`config.mk`:
```
export PLATFORM = sky130hd
export DESIGN_NAME = char_lcd_nibble_interface_core
export DESIGN_NICKNAME = d
export VERILOG_FILES = /design/src/hw/rtl/clni_pkg.sv /design/src/hw/rtl/char_lcd_nibble_interface_core.sv
export SDC_FILE = /design/constraint.sdc
export NUM_CORES = 1
export LEC_CHECK = 0
export BUFFER_PORTS_ARGS = -buffer_cell sky130_fd_sc_hd__buf_2
export CAP_MARGIN = 20
export CORE_MARGIN = 3
export CORE_UTILIZATION = 50
export DETAILED_ROUTE_END_ITERATION = 7
export PLACE_DENSITY_LB_ADDON = 0.05
export SLEW_MARGIN = 40
export SYNTH_ARGS = -nofsm -noshare
export SYNTH_HDL_FRONTEND = slang
export SYNTH_SLANG_ARGS = --single-unit
```
`constraint.sdc`:
```
create_clock -name clk_i -period 2 [get_ports clk_i]
set_input_delay 0.1 -clock clk_i [delete_from_list [all_inputs] [get_ports clk_i]]
set_output_delay 0.1 -clock clk_i [all_outputs]
set_load 0.005 [all_outputs]
```
`src/hw/rtl/clni_pkg.sv`:
```
// shared types, constants and the control store of the 4-bit lcd interface
// no dependencies
package clni_pkg;

  typedef enum logic [1:0] {
    ModeInit   = 2'd0,
    ModeCmd    = 2'd1,
    ModeChar   = 2'd2,
    ModeCursor = 2'd3
  } mode_e;

  typedef enum logic [1:0] {
    EnKeep = 2'd0,
    EnLow  = 2'd1,
    EnHigh = 2'd2
  } en_op_e;

  typedef enum logic [2:0] {
    NibKeep  = 3'd0,
    NibHigh  = 3'd1,
    NibLow   = 3'd2,
    NibThree = 3'd3,
    NibTwo   = 3'd4
  } nib_op_e;

  typedef enum logic [1:0] {
    HoldOne     = 2'd0,
    HoldTwo     = 2'd1,
    HoldPowerUp = 2'd2,
    HoldTail    = 2'd3
  } hold_sel_e;

  typedef struct packed {
    en_op_e    en;
    nib_op_e   nib;
    logic      rs_clr;
    hold_sel_e hold;
    logic      seq_end;
  } ctrl_word_t;

  localparam int unsigned PcW         = 4;
  localparam int unsigned IdxW        = 3;
  localparam logic [PcW-1:0] PcInit   = 4'd0;
  localparam logic [PcW-1:0] PcByte   = 4'd7;
  localparam logic [IdxW-1:0] IdxLast = 3'd5;
  localparam logic [5:0] MaxCol       = 6'd40;
  localparam logic [3:0] PowerUpMs    = 4'd15;
  localparam logic [7:0] CmdClear     = 8'h01;
  localparam logic [7:0] CmdHome      = 8'h02;

  function automatic logic [7:0] init_byte(logic [IdxW-1:0] idx);
    logic [7:0] b;
    case (idx)
      3'd0:    b = 8'h28;
      3'd1:    b = 8'h02;
      3'd2:    b = 8'h08;
      3'd3:    b = 8'h06;
      3'd4:    b = 8'h0C;
      default: b = 8'h01;
    endcase
    return b;
  endfunction

  function automatic ctrl_word_t ctrl_rom(logic [PcW-1:0] pc);
    ctrl_word_t w;
    case (pc)
      4'd0:    w = '{EnKeep, NibKeep,  1'b0, HoldPowerUp, 1'b0};
      4'd1:    w = '{EnHigh, NibThree, 1'b1, HoldOne,     1'b0};
      4'd2:    w = '{EnLow,  NibKeep,  1'b0, HoldTwo,     1'b0};
      4'd3:    w = '{EnHigh, NibThree, 1'b0, HoldOne,     1'b0};
      4'd4:    w = '{EnLow,  NibKeep,  1'b0, HoldTwo,     1'b0};
      4'd5:    w = '{EnHigh, NibTwo,   1'b0, HoldOne,     1'b0};
      4'd6:    w = '{EnLow,  NibKeep,  1'b0, HoldTwo,     1'b0};
      4'd7:    w = '{EnHigh, NibKeep,  1'b0, HoldOne,     1'b0};
      4'd8:    w = '{EnHigh, NibHigh,  1'b0, HoldOne,     1'b0};
      4'd9:    w = '{EnLow,  NibKeep,  1'b0, HoldOne,     1'b0};
      4'd10:   w = '{EnHigh, NibLow,   1'b0, HoldOne,     1'b0};
      4'd11:   w = '{EnLow,  NibKeep,  1'b0, HoldTail,    1'b1};
      default: w = '{EnKeep, NibKeep,  1'b0, HoldOne,     1'b1};
    endcase
    return w;
  endfunction

endpackage

```
`src/hw/rtl/char_lcd_nibble_interface_core.sv`:
```
// top level of the 4-bit character lcd interface: microcoded pin-state sequencer
// depends on clni_pkg for the control store, op codes and init byte table
//
// usage:
// - input channel (in_valid_i / in_stall_o) carries one request item: mode, value,
//   column, row. it is taken while in_valid_i is high and in_stall_o is low.
// - output channel (out_valid_o / out_stall_i) carries pin-state items: rs, enable,
//   data nibble, hold time in ms, and last on the final state of the request.
// - init emits 37 pin states, command, character and set cursor emit 5 each.
// - one control word of the step rom runs per cycle, so one pin state is produced
//   per cycle unless the receiver stalls; a taken request first sets the busy flag,
//   then its first state is registered in the output register. a request occupies
//   the block until its final state is stepped; no new request is taken before that.
// - in_stall_o is high while a request is being sequenced.
// - when the receiver stalls, the output register holds its item and the step
//   counter waits; the final item may still wait while the next request is taken.
// - reset clears the held pin levels to zero and leaves the block idle.
module char_lcd_nibble_interface_core (
  input  logic                clk_i,
  input  logic                rst_ni,
  input  logic                in_valid_i,
  output logic                in_stall_o,
  input  logic [1:0]          mode_i,
  input  logic [7:0]          value_i,
  input  logic [5:0]          column_i,
  input  logic [1:0]          row_i,
  output logic                out_valid_o,
  input  logic                out_stall_i,
  output logic                rs_pin_o,
  output logic                enable_pin_o,
  output logic [3:0]          bus_nibble_o,
  output logic [3:0]          hold_ms_o,
  output logic                last_o
);
  import clni_pkg::*;

  logic                busy_q, busy_d;
  logic [PcW-1:0]      pc_q, pc_d;
  logic [IdxW-1:0]     idx_q, idx_d;
  logic                is_init_q, is_init_d;
  logic [7:0]          byte_q, byte_d;
  logic [2:0]          tail_q, tail_d;
  logic [3:0]          held_nib_q, held_nib_d;
  logic                held_rs_q, held_rs_d;
  logic                held_en_q, held_en_d;
  logic                out_valid_q, out_valid_d;
  logic                out_rs_q, out_en_q, out_last_q;
  logic [3:0]          out_nib_q, out_hold_q;

  logic                in_acc;
  logic                step;
  logic                loop_back;
  logic                fin;
  ctrl_word_t          cw;
  logic [7:0]          cur_byte;
  logic [3:0]          hold_val;
  logic [5:0]          col_clamped;
  logic [5:0]          addr;

  assign in_stall_o = busy_q;
  assign in_acc     = in_valid_i && !busy_q;
  assign step       = busy_q && (!out_valid_q || !out_stall_i);
  assign cw         = ctrl_rom(pc_q);
  assign cur_byte   = is_init_q ? init_byte(idx_q) : byte_q;
  assign loop_back  = cw.seq_end && is_init_q && (idx_q != IdxLast);
  assign fin        = cw.seq_end && !loop_back;

  always_comb begin
    col_clamped = column_i;
    if (column_i == 6'd0) begin
      col_clamped = 6'd1;
    end else if (column_i > MaxCol) begin
      col_clamped = MaxCol;
    end
    addr = col_clamped - 6'd1;
  end

  always_comb begin
    case (cw.hold)
      HoldOne:     hold_val = 4'd1;
      HoldTwo:     hold_val = 4'd2;
      HoldPowerUp: hold_val = PowerUpMs;
      HoldTail: begin
        if (is_init_q) begin
          hold_val = (idx_q == IdxLast) ? 4'd4 : 4'd2;
        end else begin
          hold_val = {1'b0, tail_q};
        end
      end
      default:     hold_val = 4'd1;
    endcase
  end

  always_comb begin
    busy_d      = busy_q;
    pc_d        = pc_q;
    idx_d       = idx_q;
    is_init_d   = is_init_q;
    byte_d      = byte_q;
    tail_d      = tail_q;
    held_nib_d  = held_nib_q;
    held_rs_d   = held_rs_q;
    held_en_d   = held_en_q;
    out_valid_d = out_valid_q && out_stall_i;

    if (in_acc) begin
      busy_d    = 1'b1;
      idx_d     = '0;
      is_init_d = (mode_i == ModeInit);
      pc_d      = (mode_i == ModeInit) ? PcInit : PcByte;
      byte_d    = value_i;
      tail_d    = 3'd1;
      case (mode_i)
        ModeCmd: begin
          held_rs_d = 1'b0;
          if (value_i == CmdClear || value_i == CmdHome) begin
            tail_d = 3'd3;
          end
        end
        ModeChar: begin
          held_rs_d = 1'b1;
        end
        ModeCursor: begin
          held_rs_d = 1'b0;
          byte_d    = {1'b1, (row_i != 2'd1), addr};
          tail_d    = 3'd2;
        end
        default: begin
        end
      endcase
    end

    if (step) begin
      case (cw.en)
        EnLow:   held_en_d = 1'b0;
        EnHigh:  held_en_d = 1'b1;
        default: held_en_d = held_en_q;
      endcase
      case (cw.nib)
        NibHigh:  held_nib_d = cur_byte[7:4];
        NibLow:   held_nib_d = cur_byte[3:0];
        NibThree: held_nib_d = 4'h3;
        NibTwo:   held_nib_d = 4'h2;
        default:  held_nib_d = held_nib_q;
      endcase
      if (cw.rs_clr) begin
        held_rs_d = 1'b0;
      end
      out_valid_d = 1'b1;
      if (loop_back) begin
        pc_d  = PcByte;
        idx_d = idx_q + 3'd1;
      end else if (fin) begin
        pc_d   = PcInit;
        busy_d = 1'b0;
      end else begin
        pc_d = pc_q + 4'd1;
      end
    end
  end

  always_ff @(posedge clk_i or negedge rst_ni) begin
    if (!rst_ni) begin
      busy_q      <= 1'b0;
      pc_q        <= PcInit;
      idx_q       <= '0;
      is_init_q   <= 1'b0;
      held_nib_q  <= '0;
      held_rs_q   <= 1'b0;
      held_en_q   <= 1'b0;
      out_valid_q <= 1'b0;
    end else begin
      busy_q      <= busy_d;
      pc_q        <= pc_d;
      idx_q       <= idx_d;
      is_init_q   <= is_init_d;
      held_nib_q  <= held_nib_d;
      held_rs_q   <= held_rs_d;
      held_en_q   <= held_en_d;
      out_valid_q <= out_valid_d;
    end
  end

  always_ff @(posedge clk_i) begin
    byte_q <= byte_d;
    tail_q <= tail_d;
    if (step) begin
      out_rs_q   <= held_rs_d;
      out_en_q   <= held_en_d;
      out_nib_q  <= held_nib_d;
      out_hold_q <= hold_val;
      out_last_q <= fin;
    end
  end

  assign out_valid_o  = out_valid_q;
  assign rs_pin_o     = out_rs_q;
  assign enable_pin_o = out_en_q;
  assign bus_nibble_o = out_nib_q;
  assign hold_ms_o    = out_hold_q;
  assign last_o       = out_last_q;

  a_fin_idle: assert property (@(posedge clk_i) disable iff (!rst_ni)
    step && fin |=> !busy_q && pc_q == PcInit)
    else $error("sequencer did not return to idle after final step");

  a_acc_busy: assert property (@(posedge clk_i) disable iff (!rst_ni)
    in_acc |=> busy_q)
    else $error("accepted request did not start the sequencer");

  a_idle_pc: assert property (@(posedge clk_i) disable iff (!rst_ni)
    !busy_q |-> pc_q == PcInit)
    else $error("step counter not parked while idle");

  a_pc_range: assert property (@(posedge clk_i) disable iff (!rst_ni)
    busy_q |-> pc_q <= 4'd11 && idx_q <= IdxLast)
    else $error("step counter or byte index out of range");

  a_hold_nonzero: assert property (@(posedge clk_i) disable iff (!rst_ni)
    out_valid_q |-> out_hold_q != 4'd0)
    else $error("pin state issued with zero hold time");

endmodule
```
# Yosys cells after proc, flatten, opt, wreduce, memory -nomap -nowiden
# Memory sizes are Yosys's and may differ from the RTL's.
# Index checks and enable logic that the tools add are counted.
# Widths: inputs -> output; s select.
[totals] regBits=38 rom_bits=144 inputBits=22 out_inout_bits=13 mem_count=1
[op_classes] addsub=3 n_lt_le_gt_ge=1 eq_ne=21 muxes=31 n_reduce_logical=18
[mem_list] memory="(no name shown)" words=16 word_bits=9 read_ports=1 rd_clocked_by_memory_dff=0 wr=0 line_no="clni_pkg.sv:66" text="case (pc)"
[ops] cell="$pmux 4 s4" n=2
[ops] cell="$pmux 6 s5" n=1
[ops] cell="$mux 4" n=5
[ops] cell="$mux 3" n=6
[ops] cell="$eq 3x2->1 const B" n=4
[ops] cell="$mux 6" n=2
[ops] cell="$eq 2x2->1 const B" n=5
[ops] cell="$eq 3x3->1 const B" n=3
[ops] cell="$mux 1" n=9
[ops] cell="$eq 8x1->1 const B" n=1
[ops] cell="$eq 8x2->1 const B" n=1
[ops] cell="$mux 8" n=1
[ops] cell="$mux 7" n=1
[ops] cell="$eq 2x1->1 const B" n=3
[ops] cell="$eq 3x1->1 const B" n=2
[ops] cell="$gt 6x6->1 const B" n=1
[ops] cell="$logic_and 1x1->1" n=6
[ops] cell="$logic_not 6->1" n=1
[ops] cell="$sub 6x1->6 const B" n=1
[ops] cell="$add 4x1->4 const B" n=1
[ops] cell="$logic_not 1->1" n=4
[ops] cell="$logic_not 2->1" n=2
[ops] cell="$pmux 1 s2" n=2
[ops] cell="$pmux 2 s2" n=1
[ops] cell="8 further kinds" n=9

# Depth between registers and ports, before layout
# Gate-level depths: netlist of the first run.
# An unclocked memory read counts as a cell.
[logic_depth] ltp_word=8 depth_mapped=7

# Worst setup path after synthesis of the first run
# Ideal clock, no wire load.
[synth_timing] kind="register to register" start="register pc_q[0]" end="register out_en_q (netlist: enable_pin_o), data pin" setup_time_ns=0.267 arrival_time_ns=1.761 slack_ns=-0.027 stages_incl_launch_ff=7 synth_period_minus_slack_ns=2.027 path_cell_list="dfrtp_1 > inv_1 > ha_1 > o311ai_0 > ha_1 > nor2_1 > mux2_1"
[synth_between] elab_chain_len=4 word_cells_on_any_way=5
[synth_rtl] element="start, declared" line_no="char_lcd_nibble_interface_core.sv:38" text="logic [PcW-1:0] pc_q, pc_d;"
[synth_rtl] element="start signal, assigned" line_no="char_lcd_nibble_interface_core.sv:165" text="pc_q <= PcInit;"
[synth_rtl] element="start signal, assigned" line_no="char_lcd_nibble_interface_core.sv:174" text="pc_q <= pc_d;"
[synth_rtl] element="$mem_v2 16x9 *"
[synth_rtl] element="$eq 2x2->1 or $eq 2x1->1 (tied branches)" line_no="char_lcd_nibble_interface_core.sv:134" text="case (cw.en)"
[synth_rtl] element="$pmux 1 s2 *" line_no="char_lcd_nibble_interface_core.sv:134"
[synth_rtl] element="$mux 1 *" line_no="char_lcd_nibble_interface_core.sv:133" text="if (step) begin"
[synth_rtl] element="named net held_en_d" line_no="char_lcd_nibble_interface_core.sv:45" text="logic held_en_q, held_en_d;"
[synth_rtl] element="end signal, assigned" line_no="char_lcd_nibble_interface_core.sv:189" text="out_en_q <= held_en_d;"
[synth_rtl] element="end, declared" line_no="char_lcd_nibble_interface_core.sv:47" text="logic out_rs_q, out_en_q, out_last_q;"
# The timed path passes the listed nets; every way through them passes the cells marked *.
# A chain may end at the register's enable or synchronous reset.

# Worst setup path in the final report of the first run
[layout_timing] start="register pc_q[2]" end="register out_en_q (netlist: enable_pin_o), data pin"
# Same word-level chain as after synthesis.

==> metrics.cfg, run 1 <==
[power]
p_leak_nw = 1.06
vdd_drop_max_mv = 0.713
power_density_mw_per_mm2 = 1250
finalPower_mw = 3.10

[setup_path]
critical_path_class = reg -> reg
worstSetupEndpointType = register
crit_start = pc_q[2]
cpPeakStageDelay_ps = 520
crit_family = flip-flops
path_depth = 5
crit_fanout = 13
crit_path_cell_trace = nand2b_1 -> o21ai_0 -> ha_1 -> nor2_1 -> mux2_1
reg2reg_depth = 5
r2r_start = pc_q[2]
crit_required_ps = 2030
r2r_end = enable_pin_o
cp_data_arrival_time_ps = 1950
crit_path_top_delay_cell = dfrtp_1
critPathBufInv = 0
start_kind = register
r2r_setup_slack_ps = 80
cp-endpoint = enable_pin_o

[logic_synthesis]
ys_seq_elements = 37
synth_edf_count = 21
synth_cell_types = 50
async_reset_ff_frac = 0.432
seq_area_frac_synth = 0.492
synthFlopType = edfxtp_1
synth_warnings = 0
synthesis.area_sq_mm = 0.00210
synth_nets = 236
synth_cells = 201
syn_avg_cell_area_sq_um = 10.4

[route]
drt_iter0_drc = 53
drc = 0
dr.pass1.iters = 4
vias_per_cell = 5.50
wl_per_cell_microns = 14.3
via_count = 1607
ant_nets = 0
wl_microns = 4190

[timing]
clock.fmax_mhz = 520
skew_ps = 10.1
rsz0062_at_grt = no
timing.final.crit_share = 0.962
fin_crit_ps = 1920
worst_pin_slew_ps = 443
setup_tns_ps = 0
slew_violations = 0
slew-limit-headroom = 0.704
report.final.setup_viol = 0
final_hold_viol_count = 0
whs_ps = 53.0

[die]
start_util = 0.544
die_y_microns = 70.8
dieArea_sq_mm = 0.00501
fp-row-count = 22
die_w_microns = 70.8
coreArea_sq_mm = 0.00385
io_pins = 35

[global_routing]
first_global_vias = 1598
grt_antenna_before_repair = 0
grt-ovfl-total = 0
grt_max_degree = 17
grt_first_pass_wirelength_microns = 7250
track_usage = 0.181

[layout]
final_cell_mix = buf_2, nand2_1, edfxtp_1, dfrtp_1, nor2_1
final_common_cell = buf_2
final_nets = 278
fin_area_sq_mm = 0.00248
syn2layout_area_growth_pct = 18.3
layout-drive-gt1-share = 0.275
final_cell_count_no_fill = 292
fill_cells = 327
n_antenna_cell = 0

[placement]
io_buffers = 34
placedCellCount = 283
globalplace.congestion = 0.884
place_area_sq_mm = 0.00234
dp_hpwl_microns = 3380

[min_path]
hold_path_class = in -> reg

[clock_network]
cts_setup_buffers = 0
clkSinkCount = 37
path_clk_slew_ps = 70
clk_path_buf_depth = 2
numCtsBuffers = 5
htree_num_levels = 2
cts_root_buf = clkbuf_8
cts_tree = built
insertion_delay_ps = 280

[flow_run]
maxCapViolCount = 0

[outcome]
outcome = complete, no violations

## metrics by stage
stage	setup slack, ps	utilization
after floorplan	38.8	-
after global placement	97.3	0.608
after detailed placement	37.5	0.608
after CTS	25.6	0.632
after global routing	8.91	0.644
final	75.3	0.644
## worst register-to-register path, cell delays in order, from the launching register on
cell	delay, ps
dfrtp_1	520
nand2b_1	240
o21ai_0	190
ha_1	260
nor2_1	120
mux2_1	340
## kinds of logic (layout without fill, tap and decap cells)
family                     after synthesis  in the layout  share of synthesized area
buffers and inverters                   19             62                     0.0382
DFF                                     37             37                      0.492
adders and majority gates               13             13                     0.0776
and+or+nand+nor                         74             74                      0.183
AOI/OAI and AO/OA                       47             47                      0.151
xor gates and xnor gates                 2              2                    0.00835
muxes                                    9              9                     0.0501
## registers in the layout, summed over array words and instances, names as in the netlist
| name | flops |
|---|---|
| byte_q | 8 |
| held_nib_q | 4 |
| tail_q | 2 |
| is_init_q | 1 |
| hold_ms_o | 4 |
| enable_pin_o | 1 |
| idx_q | 3 |
| out_valid_o | 1 |
| rs_pin_o | 1 |
| bus_nibble_o | 4 |
| in_stall_o | 1 |
| held_rs_q | 1 |
| pc_q | 4 |
| held_en_q | 1 |
| last_o | 1 |
## worst min path at each step
| stage | startpoint | end | slack [ps] | depth (start not counted) |
|---|---|---|---|---|
| floorplan | rst_ni | held_en_q | -200 | 0 |
| global placement | rst_ni | held_en_q | 40 | 1 |
| detailed placement | rst_ni | held_en_q | 50 | 1 |
| CTS | out_stall_i | out_valid_o | 40 | 3 |
| global route | out_stall_i | out_valid_o | 50 | 3 |
| finish | out_stall_i | out_valid_o | 50 | 3 |
## cell usage after synthesis (4+ instances only)
cell      count  area (sq um)
a21oi_1       7          35.0
buf_2         4          20.0
dfrtp_1      16           400
edfxtp_1     21           631
ha_1         13           163
inv_1        10          37.5
nand2_1      26          97.6
nand2b_1     11          68.8
nand3_1       6          30.0
nor2_1       13          48.8
o21ai_0       8          40.0
o21ai_1       8          40.0
## power by group
part	internal (mW)	switching [mW]
clock	0.241	0.247
sequential	1.11	0.167
combinational	0.629	0.712
total	1.98	1.13
## layer usage
metal	up-vias	share of wire	wire, microns	GRT usage
li1	805	-	-	-
met1	745	0.47	1950	0.237
met2	46	0.47	1950	0.292
met3	11	0.048	199	0.0497
met4	0	0.020	85	0.0585
met5	-	0	0	0
## cell type report
type / instances / area [sq um] / share of cell area
Timing Repair Buffer: 42 / 233 / 0.0938
Clock buffer: 6 / 72.6 / 0.0293
Clock inverter: 2 / 10.0 / 0.00404
Multi-Input combinational cell: 145 / 1030 / 0.414
Tap cell: 48 / 60.1 / 0.0242
Sequential cell: 37 / 1030 / 0.417
Inverter: 12 / 45.0 / 0.0182
## what timing repair did
action	CTS	global route
hold buffers	1	0
endpoints found under the setup margin	0	5
resized for setup	0	11
hold endpoints to repair	16	0
No activity file was read; power rests on OpenSTA's default activity.
==> run 2, diff against run 1 <==
Settings changed: CORE_UTILIZATION 50 to 52, CTS_BUF_LIST set to sky130_fd_sc_hd__clkbuf_4 sky130_fd_sc_hd__clkbuf_8, PLACE_DENSITY set to 0.76, PLACE_DENSITY_LB_ADDON 0.05 to unset.
==> run 2 against run 1 <==
Clock power increased by 53%; final area up 2.7%; combinational power increased by 3%.
==> metrics.cfg, run 2 (synthesis results as in run 1) <==
[outcome]
outcome = complete, no violations

[setup_path]
start_kind = register
cpPeakStageDelay_ps = 520
worstSetupEndpointType = register
critPathBufInv = 1
crit_path_top_delay_cell = or4_1
crit_required_ps = 2030
crit_path_cell_trace = inv_1 -> ha_1 -> or4_1 -> o211ai_1 -> o31a_1 -> a2bb2oi_2
crit_family = simple AND/OR/NAND/NOR gates
cp_data_arrival_time_ps = 1930
critical_path_class = reg -> reg
crit_fanout = 5

[clock_network]
path_clk_slew_ps = 70
cts_tree = built
insertion_delay_ps = 290
numCtsBuffers = 5
htree_num_levels = 2
clk_path_buf_depth = 2
clkSinkCount = 37
cts_root_buf = clkbuf_8

[placement]
io_buffers = 34
dp_hpwl_microns = 3090
post-place-ws_ps = 42.6
globalplace.congestion = 0.828
placedCellCount = 285

[timing]
clock.fmax_mhz = 527
final_hold_viol_count = 0
report.final.setup_viol = 0
fin_crit_ps = 1900
setup_ws_ps = 101
skew_ps = 8.36
timing.final.crit_share = 0.949
slew_violations = 0
slew-limit-headroom = 0.724
setup_tns_ps = 0
worst_pin_slew_ps = 408

[layout]
final_common_cell = buf_2
final_nets = 283
largest_reg_flops = 8
final_cell_mix = buf_2, nand2_1, edfxtp_1, dfrtp_1, nor2_1
multi_input_area_sq_mm = 0.00101
fill_cells = 283
regArea_sq_mm = 0.00103
n_antenna_cell = 0
final_cell_count_no_fill = 297
regMostFlops = byte_q
syn2layout_area_growth_pct = 21.5
layout-drive-gt1-share = 0.277

[power]
p_seq_frac = 0.372
finalPower_mw = 3.39
p_leak_nw = 1.11
vdd_drop_max_mv = 0.841
swShare = 0.333
combPwrFrac = 0.407
power_density_mw_per_mm2 = 1330
p_switching_mw = 1.13
clkPwrFrac = 0.221
intPower_mw = 2.26

[die]
coreArea_sq_mm = 0.00377
io_pins = 35
start_util = 0.556
die_y_microns = 69.5
fp-row-count = 22
dieArea_sq_mm = 0.00483
die_w_microns = 69.5

[route]
drc = 0
vias_per_cell = 5.32
via_count = 1579
drt_iter0_drc = 89
wl_per_cell_microns = 13.7
wl_microns = 4060
ant_nets = 0
dr.pass1.iters = 4

[global_routing]
grt_max_degree = 17
track_usage = 0.182
grt_antenna_before_repair = 0
first_global_vias = 1501
grt_first_pass_wirelength_microns = 7030
grt-ovfl-total = 0

[flow_run]
maxCapViolCount = 0

[min_path]
hold_path_class = in -> reg

==> run 2: worst paths after layout <==
| check | start | endpoint | slack, ps | cells past startpoint |
|---|---|---|---|---|
| worst max-delay path | idx_q[0] | bus_nibble_o[1] | 100 | 6 |
| worst min-delay path | out_stall_i | out_valid_o | 60 | 3 |
| worst max register to register | idx_q[0] | bus_nibble_o[1] | 100 | 6 |
| worst min register to register | held_en_q | held_en_q | 500 | 1 |
| max in group asynchronous | rst_ni | pc_q[1] | 1440 | 2 |
| min in group asynchronous | rst_ni | idx_q[2] | 260 | 2 |
==> run 2: stage by stage <==
stage                     utilization  cell area, sq um  hold WS [ps]
after floorplan                     -              2100          -196
after global placement          0.626              2360          46.3
after detailed placement        0.626              2360          48.2
after CTS                       0.664              2500          50.2
after global routing            0.676              2550          71.7
final                           0.676              2550          60.6
==> run 2: area by class of cell <==
cell class,count,area share
clock inverter,3,0.0255
multi-input combinational,145,0.395
inverter,12,0.0177
timing repair buffer,47,0.106
clock buffer,5,0.0270
sequential,37,0.405
tap,48,0.0236
==> run 2: worst register-to-register path: stages (launching register included) <==
cell and delay [ps]:
dfrtp_1 400, inv_1 80, ha_1 250, or4_1 520
o211ai_1 140, o31a_1 190, a2bb2oi_2 70
==> run 2: repair_timing <==
action | 4_1_cts | 5_1_grt
hold buffers | 1 | 0
hold endpoints to repair | 16 | 0
buffers inserted | 0 | 3
setup endpoints to repair | 0 | 5
resized for setup | 0 | 7
==> run 2: power groups by stage <==
stage / Sequential, mW / Combinational (mW) / Clock (mW)
after floorplan: 1.23 / 0.912 / 0
after global placement: 1.26 / 1.27 / 0
after detailed placement: 1.27 / 1.29 / 0
after CTS: 1.26 / 1.30 / 0.768
after global routing: 1.30 / 1.54 / 0.811
final: 1.26 / 1.38 / 0.748
==> run 2: layer usage <==
layer,routed length [microns],part of all wire,vias up,GRT usage
met5,0,0,-,0
met4,48,0.012,0,0.0456
met3,237,0.058,7,0.0493
met2,1840,0.45,41,0.275
met1,1930,0.48,711,0.259
li1,-,-,820,-
